===== src/sv/framed_uart_receiver_with_ack_core_macros.svh =====
// Assertion macros shared by the receiver core.
`ifndef FRAMED_UART_RECEIVER_WITH_ACK_CORE_MACROS_SVH
`define FRAMED_UART_RECEIVER_WITH_ACK_CORE_MACROS_SVH

// The consequent must hold in the same cycle as the antecedent.
`define FRX_ASSERT_NOW(lbl, ante, cons, msg) \
  lbl: assert property (@(posedge clk) disable iff (!rst_n) (ante) |-> (cons)) \
    else $error(msg);

// The consequent must hold in the cycle after the antecedent.
`define FRX_ASSERT_NEXT(lbl, ante, cons, msg) \
  lbl: assert property (@(posedge clk) disable iff (!rst_n) (ante) |=> (cons)) \
    else $error(msg);

`endif


===== src/sv/frx_pkg.sv =====
`timescale 1ns / 1ps
`default_nettype none

package frx_pkg;

  localparam int BUF_DEPTH = 64;
  localparam int BUF_AW    = $clog2(BUF_DEPTH);
  localparam int IDX_W     = 6;
  localparam int Q_DEPTH   = 2;
  localparam int Q_AW      = $clog2(Q_DEPTH);
  localparam int Q_CW      = $clog2(Q_DEPTH + 1);

  localparam logic [IDX_W-1:0] DRAIN_TOP = IDX_W'(62);

  localparam logic [2:0] CFG_START   = 3'd0;
  localparam logic [2:0] CFG_END     = 3'd1;
  localparam logic [2:0] CFG_POS_ACK = 3'd2;
  localparam logic [2:0] CFG_NEG_ACK = 3'd3;
  localparam logic [2:0] CFG_MAX_LEN = 3'd4;

  localparam logic [1:0] KIND_ACK_MATCHED = 2'd0;
  localparam logic [1:0] KIND_SEND_POS    = 2'd1;
  localparam logic [1:0] KIND_SEND_NEG    = 2'd2;
  localparam logic [1:0] KIND_FRAME_BYTE  = 2'd3;

  localparam logic [1:0] CMD_START = 2'd0;
  localparam logic [1:0] CMD_END   = 2'd1;
  localparam logic [1:0] CMD_DATA  = 2'd2;

  typedef struct packed {
    logic [7:0] rx_byte;
    logic [7:0] awaited_seq;
  } in_word_t;

  typedef struct packed {
    logic [1:0] kind;
    logic [7:0] value;
    logic       last;
  } out_word_t;

  typedef struct packed {
    logic [7:0]       start_byte;
    logic [7:0]       end_byte;
    logic [7:0]       pos_ack_type;
    logic [7:0]       neg_ack_type;
    logic [IDX_W-1:0] max_frame_len;
  } cfg_regs_t;

  typedef struct packed {
    logic [1:0]       op;
    logic             ovf;
    logic [IDX_W-1:0] idx;
    logic [7:0]       data;
    logic [7:0]       awaited;
  } cmd_t;

  typedef struct packed {
    logic full;
    logic empty;
  } q_stat_t;

endpackage

`default_nettype wire


===== src/sv/frx_front.sv =====
`timescale 1ns / 1ps
`default_nettype none

module frx_front import frx_pkg::*; (
  input  wire        clk,
  input  wire        rst_n,
  input  wire        in_valid,
  output logic       in_ready,
  input  in_word_t   in_word,
  input  cfg_regs_t  cfg,
  input  q_stat_t    q_stat,
  output logic       push,
  output cmd_t       cmd
);

  logic [IDX_W-1:0] wr_idx_r;
  logic [IDX_W-1:0] wr_idx_nxt;
  logic [IDX_W:0]   next_idx;
  logic             ovf;

  assign in_ready = !q_stat.full;
  assign push     = in_valid && in_ready;
  assign next_idx = {1'b0, wr_idx_r} + (IDX_W + 1)'(1);
  assign ovf      = next_idx > {1'b0, cfg.max_frame_len};

  always_comb begin
    cmd.idx     = wr_idx_r;
    cmd.data    = in_word.rx_byte;
    cmd.awaited = in_word.awaited_seq;
    cmd.ovf     = 1'b0;
    if (in_word.rx_byte == cfg.start_byte) begin
      cmd.op     = CMD_START;
      wr_idx_nxt = IDX_W'(1);
    end else if (in_word.rx_byte == cfg.end_byte) begin
      cmd.op     = CMD_END;
      wr_idx_nxt = '0;
    end else begin
      cmd.op     = CMD_DATA;
      cmd.ovf    = ovf;
      wr_idx_nxt = ovf ? '0 : next_idx[IDX_W-1:0];
    end
  end

  always_ff @(posedge clk) begin
    if (!rst_n) begin
      wr_idx_r <= '0;
    end else if (push) begin
      wr_idx_r <= wr_idx_nxt;
    end
  end

endmodule

`default_nettype wire


===== src/sv/frx_cmd_fifo.sv =====
`timescale 1ns / 1ps
`default_nettype none

module frx_cmd_fifo import frx_pkg::*; (
  input  wire      clk,
  input  wire      rst_n,
  input  wire      push,
  input  cmd_t     cmd_in,
  input  wire      pop,
  output cmd_t     cmd_out,
  output q_stat_t  stat
);

  cmd_t            q_mem [Q_DEPTH];
  logic [Q_AW-1:0] wr_ptr_r;
  logic [Q_AW-1:0] rd_ptr_r;
  logic [Q_CW-1:0] cnt_r;

  assign cmd_out    = q_mem[rd_ptr_r];
  assign stat.full  = cnt_r == Q_CW'(Q_DEPTH);
  assign stat.empty = cnt_r == '0;

  always_ff @(posedge clk) begin
    if (push) begin
      q_mem[wr_ptr_r] <= cmd_in;
    end
  end

  always_ff @(posedge clk) begin
    if (!rst_n) begin
      wr_ptr_r <= '0;
      rd_ptr_r <= '0;
      cnt_r    <= '0;
    end else begin
      if (push) begin
        wr_ptr_r <= wr_ptr_r + Q_AW'(1);
      end
      if (pop) begin
        rd_ptr_r <= rd_ptr_r + Q_AW'(1);
      end
      if (push && !pop) begin
        cnt_r <= cnt_r + Q_CW'(1);
      end else if (pop && !push) begin
        cnt_r <= cnt_r - Q_CW'(1);
      end
    end
  end

endmodule

`default_nettype wire


===== src/sv/frx_back.sv =====
`timescale 1ns / 1ps
`default_nettype none

module frx_back import frx_pkg::*; (
  input  wire        clk,
  input  wire        rst_n,
  input  cfg_regs_t  cfg,
  input  q_stat_t    q_stat,
  input  cmd_t       cmd_in,
  output logic       pop,
  output logic       busy,
  output logic       out_valid,
  input  wire        out_ready,
  output out_word_t  out_word
);

  localparam logic [3:0] S_IDLE    = 4'd0;
  localparam logic [3:0] S_EXEC    = 4'd1;
  localparam logic [3:0] S_RD_SEQ  = 4'd2;
  localparam logic [3:0] S_RD_TYPE = 4'd3;
  localparam logic [3:0] S_DECIDE  = 4'd4;
  localparam logic [3:0] S_NEG     = 4'd5;
  localparam logic [3:0] S_DR_RD   = 4'd6;
  localparam logic [3:0] S_DR_OUT  = 4'd7;

  localparam logic [BUF_DEPTH-1:0] ONE_HOT0 = BUF_DEPTH'(1);

  logic [3:0]           state_r, state_nxt;
  cmd_t                 cmd_r, cmd_nxt;
  logic [7:0]           seq_r, seq_nxt;
  logic [IDX_W-1:0]     cnt_r, cnt_nxt;
  logic [IDX_W-1:0]     top_r, top_nxt;
  logic [BUF_DEPTH-1:0] valid_r, valid_nxt;
  logic                 out_valid_r;
  out_word_t            out_word_r;

  logic [7:0]           store_mem [BUF_DEPTH];
  logic [7:0]           rd_data_r;
  logic                 rd_vld_r;
  logic [7:0]           rd_byte;

  logic                 we, re, clr_all, clr0, load, slot_free;
  logic [BUF_AW-1:0]    waddr, raddr;
  logic [7:0]           wdata;
  out_word_t            load_word;

  assign rd_byte   = rd_vld_r ? rd_data_r : 8'd0;
  assign slot_free = !out_valid_r || out_ready;
  assign busy      = state_r != S_IDLE;
  assign out_valid = out_valid_r;
  assign out_word  = out_word_r;

  always_comb begin
    state_nxt = state_r;
    cmd_nxt   = cmd_r;
    seq_nxt   = seq_r;
    cnt_nxt   = cnt_r;
    top_nxt   = top_r;
    pop       = 1'b0;
    we        = 1'b0;
    waddr     = BUF_AW'(cmd_r.idx);
    wdata     = cmd_r.data;
    re        = 1'b0;
    raddr     = BUF_AW'(cnt_r);
    clr_all   = 1'b0;
    clr0      = 1'b0;
    load      = 1'b0;
    load_word = '{kind: KIND_FRAME_BYTE, value: rd_byte, last: cnt_r == top_r};
    case (state_r)
      S_IDLE: begin
        if (!q_stat.empty) begin
          pop       = 1'b1;
          cmd_nxt   = cmd_in;
          state_nxt = S_EXEC;
        end
      end
      S_EXEC: begin
        we = 1'b1;
        if (cmd_r.op == CMD_START) begin
          clr_all   = 1'b1;
          waddr     = '0;
          state_nxt = S_IDLE;
        end else if (cmd_r.op == CMD_END || cmd_r.ovf) begin
          state_nxt = S_RD_SEQ;
        end else begin
          state_nxt = S_IDLE;
        end
      end
      S_RD_SEQ: begin
        re        = 1'b1;
        raddr     = BUF_AW'(1);
        state_nxt = (cmd_r.op == CMD_END) ? S_RD_TYPE : S_NEG;
      end
      S_RD_TYPE: begin
        re        = 1'b1;
        raddr     = BUF_AW'(2);
        seq_nxt   = rd_byte;
        state_nxt = S_DECIDE;
      end
      S_DECIDE: begin
        if (rd_byte == cfg.pos_ack_type) begin
          if (seq_r != cmd_r.awaited) begin
            clr0      = 1'b1;
            state_nxt = S_IDLE;
          end else if (slot_free) begin
            load      = 1'b1;
            load_word = '{kind: KIND_ACK_MATCHED, value: seq_r, last: 1'b1};
            clr0      = 1'b1;
            state_nxt = S_IDLE;
          end
        end else if (rd_byte == cfg.neg_ack_type) begin
          clr0      = 1'b1;
          state_nxt = S_IDLE;
        end else if (slot_free) begin
          load      = 1'b1;
          load_word = '{kind: KIND_SEND_POS, value: seq_r, last: 1'b0};
          cnt_nxt   = '0;
          top_nxt   = (cmd_r.idx > DRAIN_TOP) ? DRAIN_TOP : cmd_r.idx;
          state_nxt = S_DR_RD;
        end
      end
      S_NEG: begin
        if (slot_free) begin
          load      = 1'b1;
          load_word = '{kind: KIND_SEND_NEG, value: rd_byte, last: 1'b1};
          clr0      = 1'b1;
          state_nxt = S_IDLE;
        end
      end
      S_DR_RD: begin
        re        = 1'b1;
        state_nxt = S_DR_OUT;
      end
      S_DR_OUT: begin
        if (slot_free) begin
          load = 1'b1;
          if (cnt_r == top_r) begin
            state_nxt = S_IDLE;
          end else begin
            cnt_nxt   = cnt_r + IDX_W'(1);
            state_nxt = S_DR_RD;
          end
        end
      end
      default: begin
        state_nxt = S_IDLE;
      end
    endcase
  end

  always_comb begin
    valid_nxt = valid_r;
    if (clr_all) begin
      valid_nxt = '0;
    end
    if (we) begin
      valid_nxt = valid_nxt | (ONE_HOT0 << waddr);
    end
    if (clr0) begin
      valid_nxt[0] = 1'b0;
    end
  end

  always_ff @(posedge clk) begin
    if (we) begin
      store_mem[waddr] <= wdata;
    end
    if (re) begin
      rd_data_r <= store_mem[raddr];
      rd_vld_r  <= valid_r[raddr];
    end
  end

  always_ff @(posedge clk) begin
    cmd_r <= cmd_nxt;
    seq_r <= seq_nxt;
    cnt_r <= cnt_nxt;
    top_r <= top_nxt;
    if (load) begin
      out_word_r <= load_word;
    end
  end

  always_ff @(posedge clk) begin
    if (!rst_n) begin
      state_r     <= S_IDLE;
      valid_r     <= '0;
      out_valid_r <= 1'b0;
    end else begin
      state_r <= state_nxt;
      valid_r <= valid_nxt;
      if (load) begin
        out_valid_r <= 1'b1;
      end else if (out_ready) begin
        out_valid_r <= 1'b0;
      end
    end
  end

endmodule

`default_nettype wire


===== src/sv/framed_uart_receiver_with_ack_core.sv =====
// A byte enters the queue, is popped into the command register while the store engine is idle
// and is stored in S_EXEC. A closing byte then passes S_RD_SEQ, S_RD_TYPE and S_DECIDE, an
// overlong one S_RD_SEQ and S_NEG, before out_valid can rise. Bytes enter every cycle until the
// 2-word queue fills; the engine takes no new byte until idle and waits on out_ready to load.
// Reset (synchronous, active low) restores register defaults, clears the index, the queue
// and the entry valid bits at once, so the whole store reads as zero.
`timescale 1ns / 1ps
`default_nettype none

module framed_uart_receiver_with_ack_core import frx_pkg::*; (
  input  wire        clk,
  input  wire        rst_n,
  input  wire        in_valid,
  output logic       in_ready,
  input  in_word_t   in_word,
  output logic       out_valid,
  input  wire        out_ready,
  output out_word_t  out_word,
  input  wire        cfg_valid,
  output logic       cfg_ready,
  input  wire [2:0]  cfg_index,
  input  wire [7:0]  cfg_data
);

  cfg_regs_t cfg_r;
  q_stat_t   q_stat;
  cmd_t      push_cmd;
  cmd_t      head_cmd;
  logic      push;
  logic      pop;
  logic      bk_busy;

  assign cfg_ready = 1'b1;

  always_ff @(posedge clk) begin
    if (!rst_n) begin
      cfg_r.start_byte    <= 8'd60;
      cfg_r.end_byte      <= 8'd62;
      cfg_r.pos_ack_type  <= 8'd6;
      cfg_r.neg_ack_type  <= 8'd21;
      cfg_r.max_frame_len <= IDX_W'(50);
    end else if (cfg_valid && cfg_ready) begin
      case (cfg_index)
        CFG_START:   cfg_r.start_byte    <= cfg_data;
        CFG_END:     cfg_r.end_byte      <= cfg_data;
        CFG_POS_ACK: cfg_r.pos_ack_type  <= cfg_data;
        CFG_NEG_ACK: cfg_r.neg_ack_type  <= cfg_data;
        CFG_MAX_LEN: cfg_r.max_frame_len <= cfg_data[IDX_W-1:0];
        default: begin
        end
      endcase
    end
  end

  frx_front u_front (
    .clk      (clk),
    .rst_n    (rst_n),
    .in_valid (in_valid),
    .in_ready (in_ready),
    .in_word  (in_word),
    .cfg      (cfg_r),
    .q_stat   (q_stat),
    .push     (push),
    .cmd      (push_cmd)
  );

  frx_cmd_fifo u_fifo (
    .clk     (clk),
    .rst_n   (rst_n),
    .push    (push),
    .cmd_in  (push_cmd),
    .pop     (pop),
    .cmd_out (head_cmd),
    .stat    (q_stat)
  );

  frx_back u_back (
    .clk       (clk),
    .rst_n     (rst_n),
    .cfg       (cfg_r),
    .q_stat    (q_stat),
    .cmd_in    (head_cmd),
    .pop       (pop),
    .busy      (bk_busy),
    .out_valid (out_valid),
    .out_ready (out_ready),
    .out_word  (out_word)
  );

`include "framed_uart_receiver_with_ack_core_macros.svh"

  `FRX_ASSERT_NOW(a_queue_flags, 1'b1, !(q_stat.full && q_stat.empty), "queue full and empty")
  `FRX_ASSERT_NEXT(a_take_cmd, !q_stat.empty && !bk_busy, bk_busy, "queued word not taken")
  `FRX_ASSERT_NOW(a_pop_idle, pop, !bk_busy && !q_stat.empty, "pop while busy or empty")
  `FRX_ASSERT_NOW(a_ack_last, out_valid && out_word.kind == KIND_ACK_MATCHED,
                  out_word.last, "ack match not marked last")

endmodule

`default_nettype wire

===== config.mk =====
export PLATFORM = sky130hd
export DESIGN_NAME = framed_uart_receiver_with_ack_core
export DESIGN_NICKNAME = d
export VERILOG_FILES = /design/src/sv/frx_pkg.sv /design/src/sv/frx_front.sv /design/src/sv/frx_cmd_fifo.sv /design/src/sv/frx_back.sv /design/src/sv/framed_uart_receiver_with_ack_core.sv
export VERILOG_INCLUDE_DIRS = /design/src /design/src/sv
export SDC_FILE = /design/constraint.sdc
export NUM_CORES = 1
export LEC_CHECK = 0
export ABC_AREA = 1
export BUFFER_PORTS_ARGS = -buffer_cell sky130_fd_sc_hd__buf_2
export CELL_PAD_IN_SITES_DETAIL_PLACEMENT = 0
export CELL_PAD_IN_SITES_GLOBAL_PLACEMENT = 2
export CORE_ASPECT_RATIO = 1.25
export CORE_MARGIN = 2
export CORE_UTILIZATION = 44
export DETAILED_ROUTE_END_ITERATION = 10
export PLACE_DENSITY_LB_ADDON = 0.25
export SLEW_MARGIN = 20
export SYNTH_ARGS = -nofsm -noshare
export SYNTH_HDL_FRONTEND = slang
export SYNTH_SLANG_ARGS = --single-unit

===== constraint.sdc =====
create_clock -name clk -period 5.8 [get_ports clk]
set_clock_uncertainty 0.15 [all_clocks]
set_input_delay 0.58 -clock clk [delete_from_list [all_inputs] [get_ports clk]]
set_output_delay 0.58 -clock clk [all_outputs]
set_load 0.05 [all_outputs]

==> reports/metrics.yaml <==
status:
  outcome: "finished, violations left"
  violations: "slew limit"
route:
  drc: 0
  dr.first_iter.drc_count: 1899
  ant_nets: 0
  routed_wl_mm: 94.8
  dr.pass1.iters: 5
  vias_per_cell: 5.42
  vias: 23200
  wl_per_cell_um: 22.1
sta:
  post-route-period-util: 0.694
  slew_violations: 69
  hold_violations: 0
  fin_ws_ns: 1.77
  rsz0062_at_grt: "no"
  relSlewSlack: -0.0408
  fin_crit_ns: 4.03
  fmax_mhz: 248
  finalSetupViolCount: 0
  setup_tns_ns: 0
  worst-slew-pin-transition_ns: 1.56
logic_synthesis:
  synthMuxAreaShare: 0
  synth_adder_area_share: 0.00338
  syn_area_per_cell_sq_um: 10.1
  ys_types: 45
  syn-num-nets: 3327
  synth_xor_area_frac: 0.0105
  seq_area_frac_synth: 0.636
  synthSimpleGateAreaFrac: 0.247
  synth_compound_area_frac: 0.0272
  yosys_warnings: 0
  mappedNetlistArea_sq_mm: 0.0333
  syn_inst: 3286
  synth-seq-cells: 744
  synth_top_family_by_area: "simple AND/OR/NAND/NOR gates"
cts:
  clk_transition_reported_paths_ns: 0.06
  insertion_delay_ns: 0.63
  htree_levels: 3
  cts-root-buf: "clkbuf_16"
  cts.sinks: 744
  clockBufferDepth: 3
  cts_made_buffers: 76
  post-cts-setup-buffers: 0
  tritoncts: "built"
floorplanning:
  rows: 112
  coreArea_sq_mm: 0.0748
  start_util: 0.445
  die_h_um: 311
  boundaryPins: 46
  dieArea_sq_mm: 0.0779
  die_x_um: 250
global_route:
  grt_pass1_wl_mm: 143
  grt_use_total: 0.244
  grt_max_degree: 228
  antenna_found_initial: 1
  overflow: 0
  grt_pass1_vias: 23300
worst_setup_path:
  regToRegSetupSlack_ns: 1.77
  start_kind: "flop"
  critPathArrivalTime_ns: 4.13
  cp_max_fo: 13
  cp-end-kind: "flop"
  required_ns: 5.91
  critPathKind: "flop to flop"
finish:
  nFillCells: 6996
  fin_area_sq_mm: 0.0367
  syn_to_final_growth_pct: 10.3
  drive_gt1_frac: 0.0679
  nets: 3292
  diodes: 0
power_and_ir_drop:
  peakVddDrop_v: 0.000270
  leakagePower_nw: 14.3
  powerDensity_mw_per_mm2: 331
job:
  cap_violations: 0
place:
  gp_congestion: 0.888
  portBuffers: 44
  dp_hpwl_mm: 57.4
  dpl_cell_area_sq_mm: 0.0342
  pre_cts_ws_ns: 1.69
worst_hold_path:
  hold_path.class: "primary input to flop"
==> Yosys cell counts, drive strengths merged <==
cell type,count,area [sq um]
nor3,26,181
buf,101,523
clkinv,6,22.5
edfxtp,627,18800
nand4,12,75.1
a22oi,33,248
o22ai,1,6.26
o31ai,1,7.51
or2,5,31.3
nor2b,1,6.26
o21bai,1,7.51
conb,2,7.51
nand2,577,2190
clkbuf,92,345
o211ai,6,45.0
ha,9,113
a31oi,2,12.5
nand3b,212,1590
nor2,215,842
dfxtp,117,2340
inv,429,1610
nor4,3,25.0
a21oi,69,349
o21a,1,7.51
o21ai,38,190
xor2,36,315
xnor2,4,35.0
a21boi,1,7.51
and3,1,6.26
o32ai,2,17.5
nand3,655,3280
a21o,1,7.51
==> logic make-up after synthesis <==
family	count (synthesis)
and+or+nand+nor	1707
DFF	744
buffers and inverters	628
AOI/OAI and AO/OA	156
xor gates and xnor gates	40
adders and majority gates	9
other	2
==> placed cells by master (no fill, tap or decap), drive strengths merged, types with 37 or more instances in the layout <==
cell	instances
nor2	215
buf	72
nand2	577
a21oi	69
nand3b	212
inv	431
clkinv	37
nand3	655
clkbuf	102
dfxtp	117
edfxtp	627
o21ai	38
==> power breakdown <==
group	switching (W)	internal [W]
combinational	0.000840	0.000174
clock	0.00208	0.00277
sequential	0.0000857	0.00619
total	0.00301	0.00913
==> final timing paths <==
path | end | cells after the start | startpoint
worst max-delay path | u_back.store_mem[51][5]$_DFFE_PP_ | 8 | u_back.state_r[1]$_SDFFE_PN0P_
worst min-delay path | u_fifo.q_mem[0][8]$_DFFE_PP_ | 1 | in_word[8]
worst max register to register | u_back.store_mem[51][5]$_DFFE_PP_ | 8 | u_back.state_r[1]$_SDFFE_PN0P_
worst min register to register | u_back.valid_r[29]$_SDFF_PN0_ | 2 | u_back.valid_r[29]$_SDFF_PN0_
==> metal layers <==
metal	routed length (um)	global-route usage	share of wire	up-vias
met3	4830	0.0317	0.051	170
met1	37600	0.295	0.40	11300
li1	-	-	-	11000
met4	4110	0.111	0.043	0
met2	48300	0.432	0.51	689
met5	0	0	0	-
==> through the flow <==
step / cells / utilization / hold WS (ns) / power [W]
after floorplan: 3286 / - / 0.285 / 0.00692
after global placement: 4134 / 0.457 / 0.298 / 0.00738
after CTS: 4283 / 0.490 / 0.0554 / 0.0122
after global routing: 4283 / 0.490 / 0.0660 / 0.0125
final: 4283 / 0.490 / 0.0697 / 0.0121
after detailed placement: 4134 / 0.457 / 0.307 / 0.00740
==> cell type report <==
type,instances,area [sq um],area share
Sequential cell,744,21200,0.577
Timing Repair Buffer,80,573,0.0156
Clock buffer,102,2090,0.0571
Multi-Input combinational cell,1914,9670,0.264
Clock inverter,39,339,0.00924
Tap cell,969,1210,0.0330
Inverter,435,1640,0.0447
==> sequential cells by signal, summed over array words and instances (netlist names), 2 cells and up <==
name,cells
u_back.store_mem,512
u_back.valid_r,64
u_fifo.q_mem,50
cfg_r,38
u_back.cmd_r,17
u_back.out_word,11
u_back.rd_data_r,8
u_back.seq_r,8
u_back.wdata,8
u_back.cnt_r,6
u_back.top_r,6
u_front.wr_idx_r,6
u_back.state_r,4
u_fifo.cnt_r,2
==> critical path: stages (launching register included) <==
cell	delay (ns)
dfxtp_1	0.53
nor2_1	0.11
nand2_2	0.27
nor2_4	0.11
nor2_1	0.66
inv_1	0.46
nor4_1	0.45
inv_1	0.27
nor2_1	0.66
==> timing repair <==
item,in CTS,in global routing
endpoints found under the hold margin,16,0
gates resized for setup,0,0
hold buffers,8,0
Power figures use the tool's default switching activity.
